--- src/sv/stl_pkg.sv ---
`timescale 1ns / 1ps
// Shared types and constants for the sorted table key lookup block.
package stl_pkg;

	localparam int STL_DEPTH = 1024;

	localparam int KEY_W      = 64;
	localparam int IDX_IN_W   = 10;
	localparam int COUNT_W    = 11;
	localparam int CFG_IDX_W  = 2;
	localparam int CFG_DATA_W = COUNT_W;

	// Operation carried by an input item.
	localparam logic FUNC_LOAD  = 1'b0;
	localparam logic FUNC_PROBE = 1'b1;

	// Configuration register indexes.
	localparam logic [CFG_IDX_W-1:0] REG_TABLE_COUNT = 2'd0;
	localparam logic [CFG_IDX_W-1:0] REG_FETCH_MODE  = 2'd1;

	typedef struct packed {
		logic                    func;
		logic [IDX_IN_W-1:0]     entry_index;
		logic signed [KEY_W-1:0] key;
		logic                    key_valid;
		logic signed [KEY_W-1:0] payload;
		logic                    payload_valid;
	} stl_req_t;

	typedef struct packed {
		logic                    match_flag;
		logic signed [KEY_W-1:0] lookup_value;
	} stl_rsp_t;

	// One table entry as it sits in memory.
	typedef struct packed {
		logic signed [KEY_W-1:0] key;
		logic signed [KEY_W-1:0] payload;
		logic                    payload_valid;
	} stl_entry_t;

endpackage

--- src/sv/stl_if.sv ---
`timescale 1ns / 1ps
// Valid/ready channel interfaces for request and response items.
interface stl_req_if import stl_pkg::*; ();
	logic     valid;
	logic     ready;
	stl_req_t data;

	modport source (output valid, output data, input ready);
	modport sink (input valid, input data, output ready);
endinterface

interface stl_rsp_if import stl_pkg::*; ();
	logic     valid;
	logic     ready;
	stl_rsp_t data;

	modport source (output valid, output data, input ready);
	modport sink (input valid, input data, output ready);
endinterface

--- src/sv/stl_search_ctrl.sv ---
`timescale 1ns / 1ps
// Sequencer for table loads and the lower-bound binary search of probe keys.
module stl_search_ctrl import stl_pkg::*; #(
	parameter int TABLE_DEPTH = STL_DEPTH,
	localparam int IDX_W = $clog2(TABLE_DEPTH),
	localparam int CNT_W = $clog2(TABLE_DEPTH + 1)
) (
	input  logic               clk,
	input  logic               arst_n,
	input  logic [COUNT_W-1:0] table_count,
	input  logic               fetch_mode,
	stl_req_if.sink            req,
	stl_rsp_if.source          rsp,
	output logic               mem_we,
	output logic [IDX_W-1:0]   mem_waddr,
	output stl_entry_t         mem_wentry,
	output logic [IDX_W-1:0]   mem_raddr,
	input  stl_entry_t         mem_rentry
);

	typedef enum logic [2:0] {
		ST_IDLE,
		ST_FIRST,
		ST_LAST,
		ST_SEARCH,
		ST_CHECK
	} state_t;

	localparam logic [31:0] DEPTH32 = 32'(TABLE_DEPTH);

	state_t                  state_q;
	logic signed [KEY_W-1:0] key_q;
	logic                    miss_q;
	logic [CNT_W-1:0]        n_q;
	logic [CNT_W-1:0]        lo_q;
	logic [CNT_W-1:0]        hi_q;
	logic [IDX_W-1:0]        mid_q;
	logic                    rsp_valid_q;
	stl_rsp_t                rsp_data_q;

	logic             req_fire;
	logic [31:0]      cnt_wide;
	logic [CNT_W-1:0] n_in;
	logic             rd_less;
	logic [CNT_W-1:0] lo_nx;
	logic [CNT_W-1:0] hi_nx;
	logic [CNT_W-1:0] mid_nx;
	logic             more_steps;
	logic             hit;
	logic             out_free;

	assign req.ready = (state_q == ST_IDLE);
	assign req_fire  = req.valid && req.ready;

	// A count above the depth is clamped to the depth.
	assign cnt_wide = 32'(table_count);
	assign n_in     = (cnt_wide > DEPTH32) ? CNT_W'(DEPTH32) : CNT_W'(cnt_wide);

	assign mem_we     = req_fire && (req.data.func == FUNC_LOAD)
		&& (32'(req.data.entry_index) < DEPTH32);
	assign mem_waddr  = IDX_W'(req.data.entry_index);
	assign mem_wentry = '{key: req.data.key, payload: req.data.payload,
		payload_valid: req.data.payload_valid};

	assign rd_less = mem_rentry.key < key_q;

	// One search step per cycle: the key read at mid_q decides the new bounds,
	// and the next midpoint (or, on the last step, the lower bound) goes straight out as the read address.
	always_comb begin
		if (rd_less) begin
			lo_nx = CNT_W'(mid_q) + CNT_W'(1);
			hi_nx = hi_q;
		end else begin
			lo_nx = lo_q;
			hi_nx = CNT_W'(mid_q);
		end
		mid_nx     = lo_nx + ((hi_nx - lo_nx) >> 1);
		more_steps = lo_nx < hi_nx;
	end

	always_comb begin
		case (state_q)
			ST_IDLE:   mem_raddr = '0;
			ST_FIRST:  mem_raddr = IDX_W'(n_q - CNT_W'(1));
			ST_LAST:   mem_raddr = IDX_W'(n_q >> 1);
			ST_SEARCH: mem_raddr = more_steps ? IDX_W'(mid_nx) : IDX_W'(lo_nx);
			ST_CHECK:  mem_raddr = IDX_W'(lo_q);
			default:   mem_raddr = '0;
		endcase
	end

	assign hit      = !miss_q && (lo_q < n_q) && (mem_rentry.key == key_q);
	assign out_free = !rsp_valid_q || rsp.ready;

	always_ff @(posedge clk or negedge arst_n) begin
		if (!arst_n) begin
			state_q     <= ST_IDLE;
			rsp_valid_q <= 1'b0;
			miss_q      <= 1'b0;
			lo_q        <= '0;
			hi_q        <= '0;
			mid_q       <= '0;
			n_q         <= '0;
		end else begin
			if (state_q == ST_CHECK && out_free) begin
				rsp_valid_q <= 1'b1;
			end else if (rsp.ready) begin
				rsp_valid_q <= 1'b0;
			end
			case (state_q)
				ST_IDLE: begin
					if (req_fire && (req.data.func == FUNC_PROBE)) begin
						key_q  <= req.data.key;
						n_q    <= n_in;
						lo_q   <= '0;
						miss_q <= !req.data.key_valid || (n_in == '0);
						state_q <= (!req.data.key_valid || (n_in == '0)) ? ST_CHECK : ST_FIRST;
					end
				end
				ST_FIRST: begin
					// The first stored key is on the read data now.
					if (key_q < mem_rentry.key) begin
						miss_q  <= 1'b1;
						state_q <= ST_CHECK;
					end else begin
						state_q <= ST_LAST;
					end
				end
				ST_LAST: begin
					if (key_q < mem_rentry.key || key_q == mem_rentry.key) begin
						lo_q    <= '0;
						hi_q    <= n_q;
						mid_q   <= IDX_W'(n_q >> 1);
						state_q <= ST_SEARCH;
					end else begin
						miss_q  <= 1'b1;
						state_q <= ST_CHECK;
					end
				end
				ST_SEARCH: begin
					lo_q <= lo_nx;
					hi_q <= hi_nx;
					mid_q <= IDX_W'(mid_nx);
					if (!more_steps) begin
						state_q <= ST_CHECK;
					end
				end
				ST_CHECK: begin
					if (out_free) begin
						rsp_data_q.match_flag <= hit && (!fetch_mode
							|| mem_rentry.payload_valid);
						rsp_data_q.lookup_value <= (hit && fetch_mode)
							? mem_rentry.payload : '0;
						state_q <= ST_IDLE;
					end
				end
				default: begin
					state_q <= ST_IDLE;
				end
			endcase
		end
	end

	assign rsp.valid = rsp_valid_q;
	assign rsp.data  = rsp_data_q;

	// The search interval never collapses while a step is still in flight.
	assert property (@(posedge clk) disable iff (!arst_n)
		(state_q == ST_SEARCH) |-> (lo_q < hi_q))
		else $error("search interval empty during a search step");

	assert property (@(posedge clk) disable iff (!arst_n)
		(state_q == ST_SEARCH) |-> (CNT_W'(mid_q) >= lo_q && CNT_W'(mid_q) < hi_q))
		else $error("search midpoint outside the interval");

	assert property (@(posedge clk) disable iff (!arst_n)
		(state_q == ST_SEARCH) |-> (hi_q <= n_q))
		else $error("search upper bound beyond the entries in use");

	// A result is only written into a free output register.
	assert property (@(posedge clk) disable iff (!arst_n)
		(state_q == ST_CHECK && rsp_valid_q && !rsp.ready) |=> (state_q == ST_CHECK))
		else $error("probe finished while the output register was occupied");

endmodule

--- src/flat_wrapper.sv ---
// flat-port wrapper written by rule: the top's interface ports become plain ports
module stl_search_ctrl_flat import stl_pkg::*;
#(
	parameter int TABLE_DEPTH = STL_DEPTH,
	localparam int IDX_W = $clog2(TABLE_DEPTH),
	localparam int CNT_W = $clog2(TABLE_DEPTH + 1)
)
  (clk, arst_n, table_count, fetch_mode, mem_we, mem_waddr, mem_wentry, mem_raddr, mem_rentry, req_valid, req_data, req_ready, rsp_valid, rsp_data, rsp_ready);
  stl_req_if req_i ();
  stl_rsp_if rsp_i ();
  input  logic clk;
  input  logic arst_n;
  input  logic [COUNT_W-1:0] table_count;
  input  logic fetch_mode;
  output logic mem_we;
  output logic [IDX_W-1:0] mem_waddr;
  output stl_entry_t mem_wentry;
  output logic [IDX_W-1:0] mem_raddr;
  input  stl_entry_t mem_rentry;
  input wire logic [$bits(req_i.valid)-1:0] req_valid;
  input wire logic [$bits(req_i.data)-1:0] req_data;
  output wire logic [$bits(req_i.ready)-1:0] req_ready;
  output wire logic [$bits(rsp_i.valid)-1:0] rsp_valid;
  output wire logic [$bits(rsp_i.data)-1:0] rsp_data;
  input wire logic [$bits(rsp_i.ready)-1:0] rsp_ready;
  assign req_i.valid = req_valid;
  assign req_i.data = req_data;
  assign req_ready = req_i.ready;
  assign rsp_valid = rsp_i.valid;
  assign rsp_data = rsp_i.data;
  assign rsp_i.ready = rsp_ready;
  stl_search_ctrl #(.TABLE_DEPTH(TABLE_DEPTH)) u_core (.clk(clk), .arst_n(arst_n), .table_count(table_count), .fetch_mode(fetch_mode), .req(req_i), .rsp(rsp_i), .mem_we(mem_we), .mem_waddr(mem_waddr), .mem_wentry(mem_wentry), .mem_raddr(mem_raddr), .mem_rentry(mem_rentry));
endmodule
--- config.mk ---
export PLATFORM = sky130hd
export DESIGN_NAME = stl_search_ctrl_flat
export DESIGN_NICKNAME = d
export VERILOG_FILES = /design/src/sv/stl_pkg.sv /design/src/sv/stl_if.sv /design/src/sv/stl_search_ctrl.sv /design/src/flat_wrapper.sv
export SDC_FILE = /design/constraint.sdc
export NUM_CORES = 1
export LEC_CHECK = 0
export ABC_AREA = 1
export BUFFER_PORTS_ARGS = -buffer_cell sky130_fd_sc_hd__buf_2
export CORE_AREA = 8 8 187 189
export CTS_CLUSTER_SIZE = 24
export DETAILED_ROUTE_END_ITERATION = 7
export DIE_AREA = 0 0 195 197
export SETUP_SLACK_MARGIN = 0.02
export SLEW_MARGIN = 30
export SYNTH_ARGS = -nofsm -noshare
export SYNTH_HDL_FRONTEND = slang
export SYNTH_SLANG_ARGS = --single-unit
export TNS_END_PERCENT = 100
--- constraint.sdc ---
create_clock -name clk -period 18.9 [get_ports clk]
set_input_delay 0.945 -clock clk [delete_from_list [all_inputs] [get_ports clk]]
set_output_delay 0.945 -clock clk [all_outputs]
set_load 0.02 [all_outputs]
==> key figures <==
Run status
  – Status: complete, no violations

Timing
  – Setup TNS: 0 ns
  – RSZ-0062 raised after global routing: no
  – F_max: 0.1389 GHz
  – Max-slew violation total from the final report: 0
  – Worst slew margin: 0.4163
  – Final period utilization: 0.3811
  – Final min period: 7.202 ns
  – Slew @ Worst Pin: 0.8734 ns
  – Hold slack: 0.4790 ns
  – Final setup viols: 0
  – Skew final: 0.02474 ns
  – Final worst slack: 11.70 ns
  – Final Hold Vio Count: 0

Finish
  – Multi-input gate area: 0.004198 mm²
  – Sequential cell area: 0.005075 mm²
  – Final net count: 1885
  – Share of layout cells above drive strength 1: 0.2711
  – P&R area growth vs syn: 16.31%
  – Final std cells w/o fill: 1929
  – Commonest non-fill, non-tap cell in the layout: buf_2
  – Most frequent cells in the layout: buf_2 (352), inv_1 (224), nand2_1 (219)
  – Finished Cell Area: 0.01307 mm²
  – # fillers: 3260

Worst setup path
  – FF-to-FF End: u_core.mid_q[8]
  – CP startpoint kind: primary input
  – Worst setup endpoint: mem_raddr[8]
  – Slowest cell on crit path: o21ai_0
  – Max FO, Critical Path: 30
  – R2r setup slk: 13.35 ns
  – Worst Path Buf+Inv: 4
  – Crit path required time: 17.95 ns
  – Most used cell, CP: nand2_1
  – Crit path max-delay family: simple AND/OR/NAND/NOR gates
  – Critical Path Start: mem_rentry[128]
  – WP depth: 28
  – Critical path class: primary input to primary output
  – Worst R2R Start: u_core.key_q[63]
  – CP Capture Type: primary output
  – R2r worst-path depth: 27
  – Arr. time, crit path: 6.26 ns
  – CP peak stage delay: 0.62 ns

Global route
  – Initial antenna violation count: 5
  – First-pass GRT wire length: 52.31 mm
  – Overall routing resource usage: 0.1736
  – Pin count of the biggest net entering global routing: 66
  – Total congestion overflow: 0
  – Vias in the first global route: 9531

Drt
  – Pre-antenna DRT Iters: 5
  – Via density: 4.692
  – Detail Route Antenna Nets: 0
  – Final WL: 33.54 mm
  – Number of DRC markers in iteration 0: 498
  – Wire length per cell: 17.39 µm
  – DRC: 0
  – Vias: 9051

Synthesis
  – Yosys reg bits: 177
  – Syn_nets: 1667
  – Unique masters post-synth: 43
  – Top cells by area, synth: edfxtp_1 (34%), dfrtp_1 (11%), ha_1 (10%), buf_4 (9.3%), inv_1 (7.5%)
  – Number of synthesized flops with an enable pin: 129
  – Sequential cell area fraction in the yosys report: 0.4518
  – Post-synth top area share: 0.3448
  – Post-Syn Area: 0.01123 mm²
  – Top_reg_cell synth: edfxtp_1
  – Synth warn: 0
  – Syn_area_per_cell: 8.742 µm²
  – Cells after synthesis: 1285
  – Dominant cell type by area after synthesis: edfxtp_1
  – Asr flop ratio synth: 0.2712

Power
  – Worst IR drop on VDD: 0.06272 mV
  – Pwr dens: 142.6 mW/mm²
  – Leak Pwr: 6.726 nW

Clocking
  – CTS hold repair buffers: 0
  – Clock Latency Late Sink: 0.45 ns
  – Clk root buf: clkbuf_16
  – Maximum root-to-sink buffer count: 2
  – Post_cts resized: 0
  – Clock transition at path regs: 0.07 ns
  – CTS Sinks: 177
  – CTS tree: done
  – CTS H-tree depth: 4
  – Num CTS Buffers: 17
  – Setup Buffers After CTS: 0

Place
  – GPL Wtd Cong: 0.8783
  – Placed insts: 1892
  – Place WS: 11.71 ns
  – Dpl hpwl: 27.36 mm
  – I/O Buffers: 352
  – DP Area: 0.01244 mm²

Flow run
  – MaxCap Viol Count: 0

Floorplanning
  – Die height: 197 µm
  – Top Ports: 503
  – Core area: 0.03204 mm²
  – # rows: 66
  – Die area: 0.03842 mm²
  – Die Width: 195 µm
  – Starting Density: 0.3506

Worst hold path
  – Min-Delay Path Class: register to register
  – Hold Path Stages: 2
==> power breakdown <==
part,switching [W],leakage [nW],internal [W]
Sequential,0.0000405,1.79,0.000491
Clock,0.000178,0.300,0.000191
Combinational,0.000636,4.64,0.000326
==> worst reg2reg max path, stage by stage (launching register included) <==
cell and delay [ns]:
edfxtp_1 0.32, inv_1 0.04, ha_1 0.39, nand4_1 0.17, nor3_2 0.22, nand3_1 0.16, nor2_1 0.18, nand2_1 0.12
nand3_1 0.13, nand2_1 0.53, o21ai_0 0.63, inv_1 0.09, ha_1 0.37, nand2_1 0.11, inv_1 0.06, nand2_1 0.06
nand2_1 0.06, a31oi_1 0.25, o21ai_0 0.15, xor2_1 0.17, ha_1 0.34, nand2_1 0.11, nor2_1 0.05, a211oi_1 0.27
nand3_1 0.15, nand2_1 0.11, nand2_1 0.06, a21oi_1 0.13
==> synthesized netlist by cell type (4+ instances only) <==
master / n
a21o_1: 4
nor2_1: 113
ha_1: 94
buf_4: 139
o21ai_1: 5
edfxtp_1: 129
a211oi_1: 4
a21oi_1: 76
dfrtp_1: 48
nand3b_1: 6
inv_1: 224
nand2_2: 7
a22oi_1: 10
nand3_1: 48
o22ai_1: 6
o21ai_0: 57
o21a_1: 4
xor2_1: 14
nor3_1: 12
nand4_1: 16
clkbuf_1: 19
nand2_1: 219
==> final cells by class <==
cell class | count | area share
Clock inverter | 15 | 0.01398
Clock buffer | 17 | 0.03256
Multi-Input combinational cell | 722 | 0.3213
Antenna cell | 5 | 0.0009577
Sequential cell | 177 | 0.3884
Timing Repair Buffer | 358 | 0.1383
Tap cell | 408 | 0.03907
Inverter | 227 | 0.06541
==> logic make-up after synthesis <==
logic type,count (synthesis),synth area share
flops,177,0.4518
simple gates,430,0.1613
buf+inv,386,0.1763
compound gates,180,0.08989
xor+xnor,16,0.01248
fa+ha+maj,96,0.1083
==> state kept, by name, summed over array words and instances, names as in the netlist <==
register          count
u_core.rsp.data      65
u_core.key_q         64
u_core.hi_q          11
u_core.lo_q          11
u_core.n_q           11
u_core.mid_q         10
u_core.state_q        3
u_core.miss_q         1
u_core.rsp.valid      1
==> metal layers <==
metal / wire [µm] / GRT usage / vias to the layer above
met5: 21 / 0 / -
met4: 891 / 0.06794 / 4
met3: 2733 / 0.06464 / 81
met1: 13380 / 0.1928 / 4160
li1: - / - / 4494
met2: 16510 / 0.2995 / 312
==> per-stage QoR <==
step	utilization	total power, W
final	0.4078	0.001863
after global routing	0.4075	0.002032
after CTS	0.4074	0.001877
after detailed placement	0.3884	0.001497
after global placement	0.3884	0.001489
after floorplan	-	0.001256
==> worst min-delay path by stage <==
stage                      to            from  slack (ns)
3_3_place_gp   u_core.hi_q[0]  u_core.hi_q[0]        0.47
3_5_place_dp   u_core.hi_q[0]  u_core.hi_q[0]        0.46
6_report       u_core.hi_q[0]  u_core.hi_q[0]        0.48
4_1_cts        u_core.hi_q[0]  u_core.hi_q[0]        0.48
5_1_grt        u_core.hi_q[0]  u_core.hi_q[0]        0.52
2_1_floorplan  u_core.hi_q[0]  u_core.hi_q[0]        0.44
No activity file was read; power rests on OpenSTA's default activity.
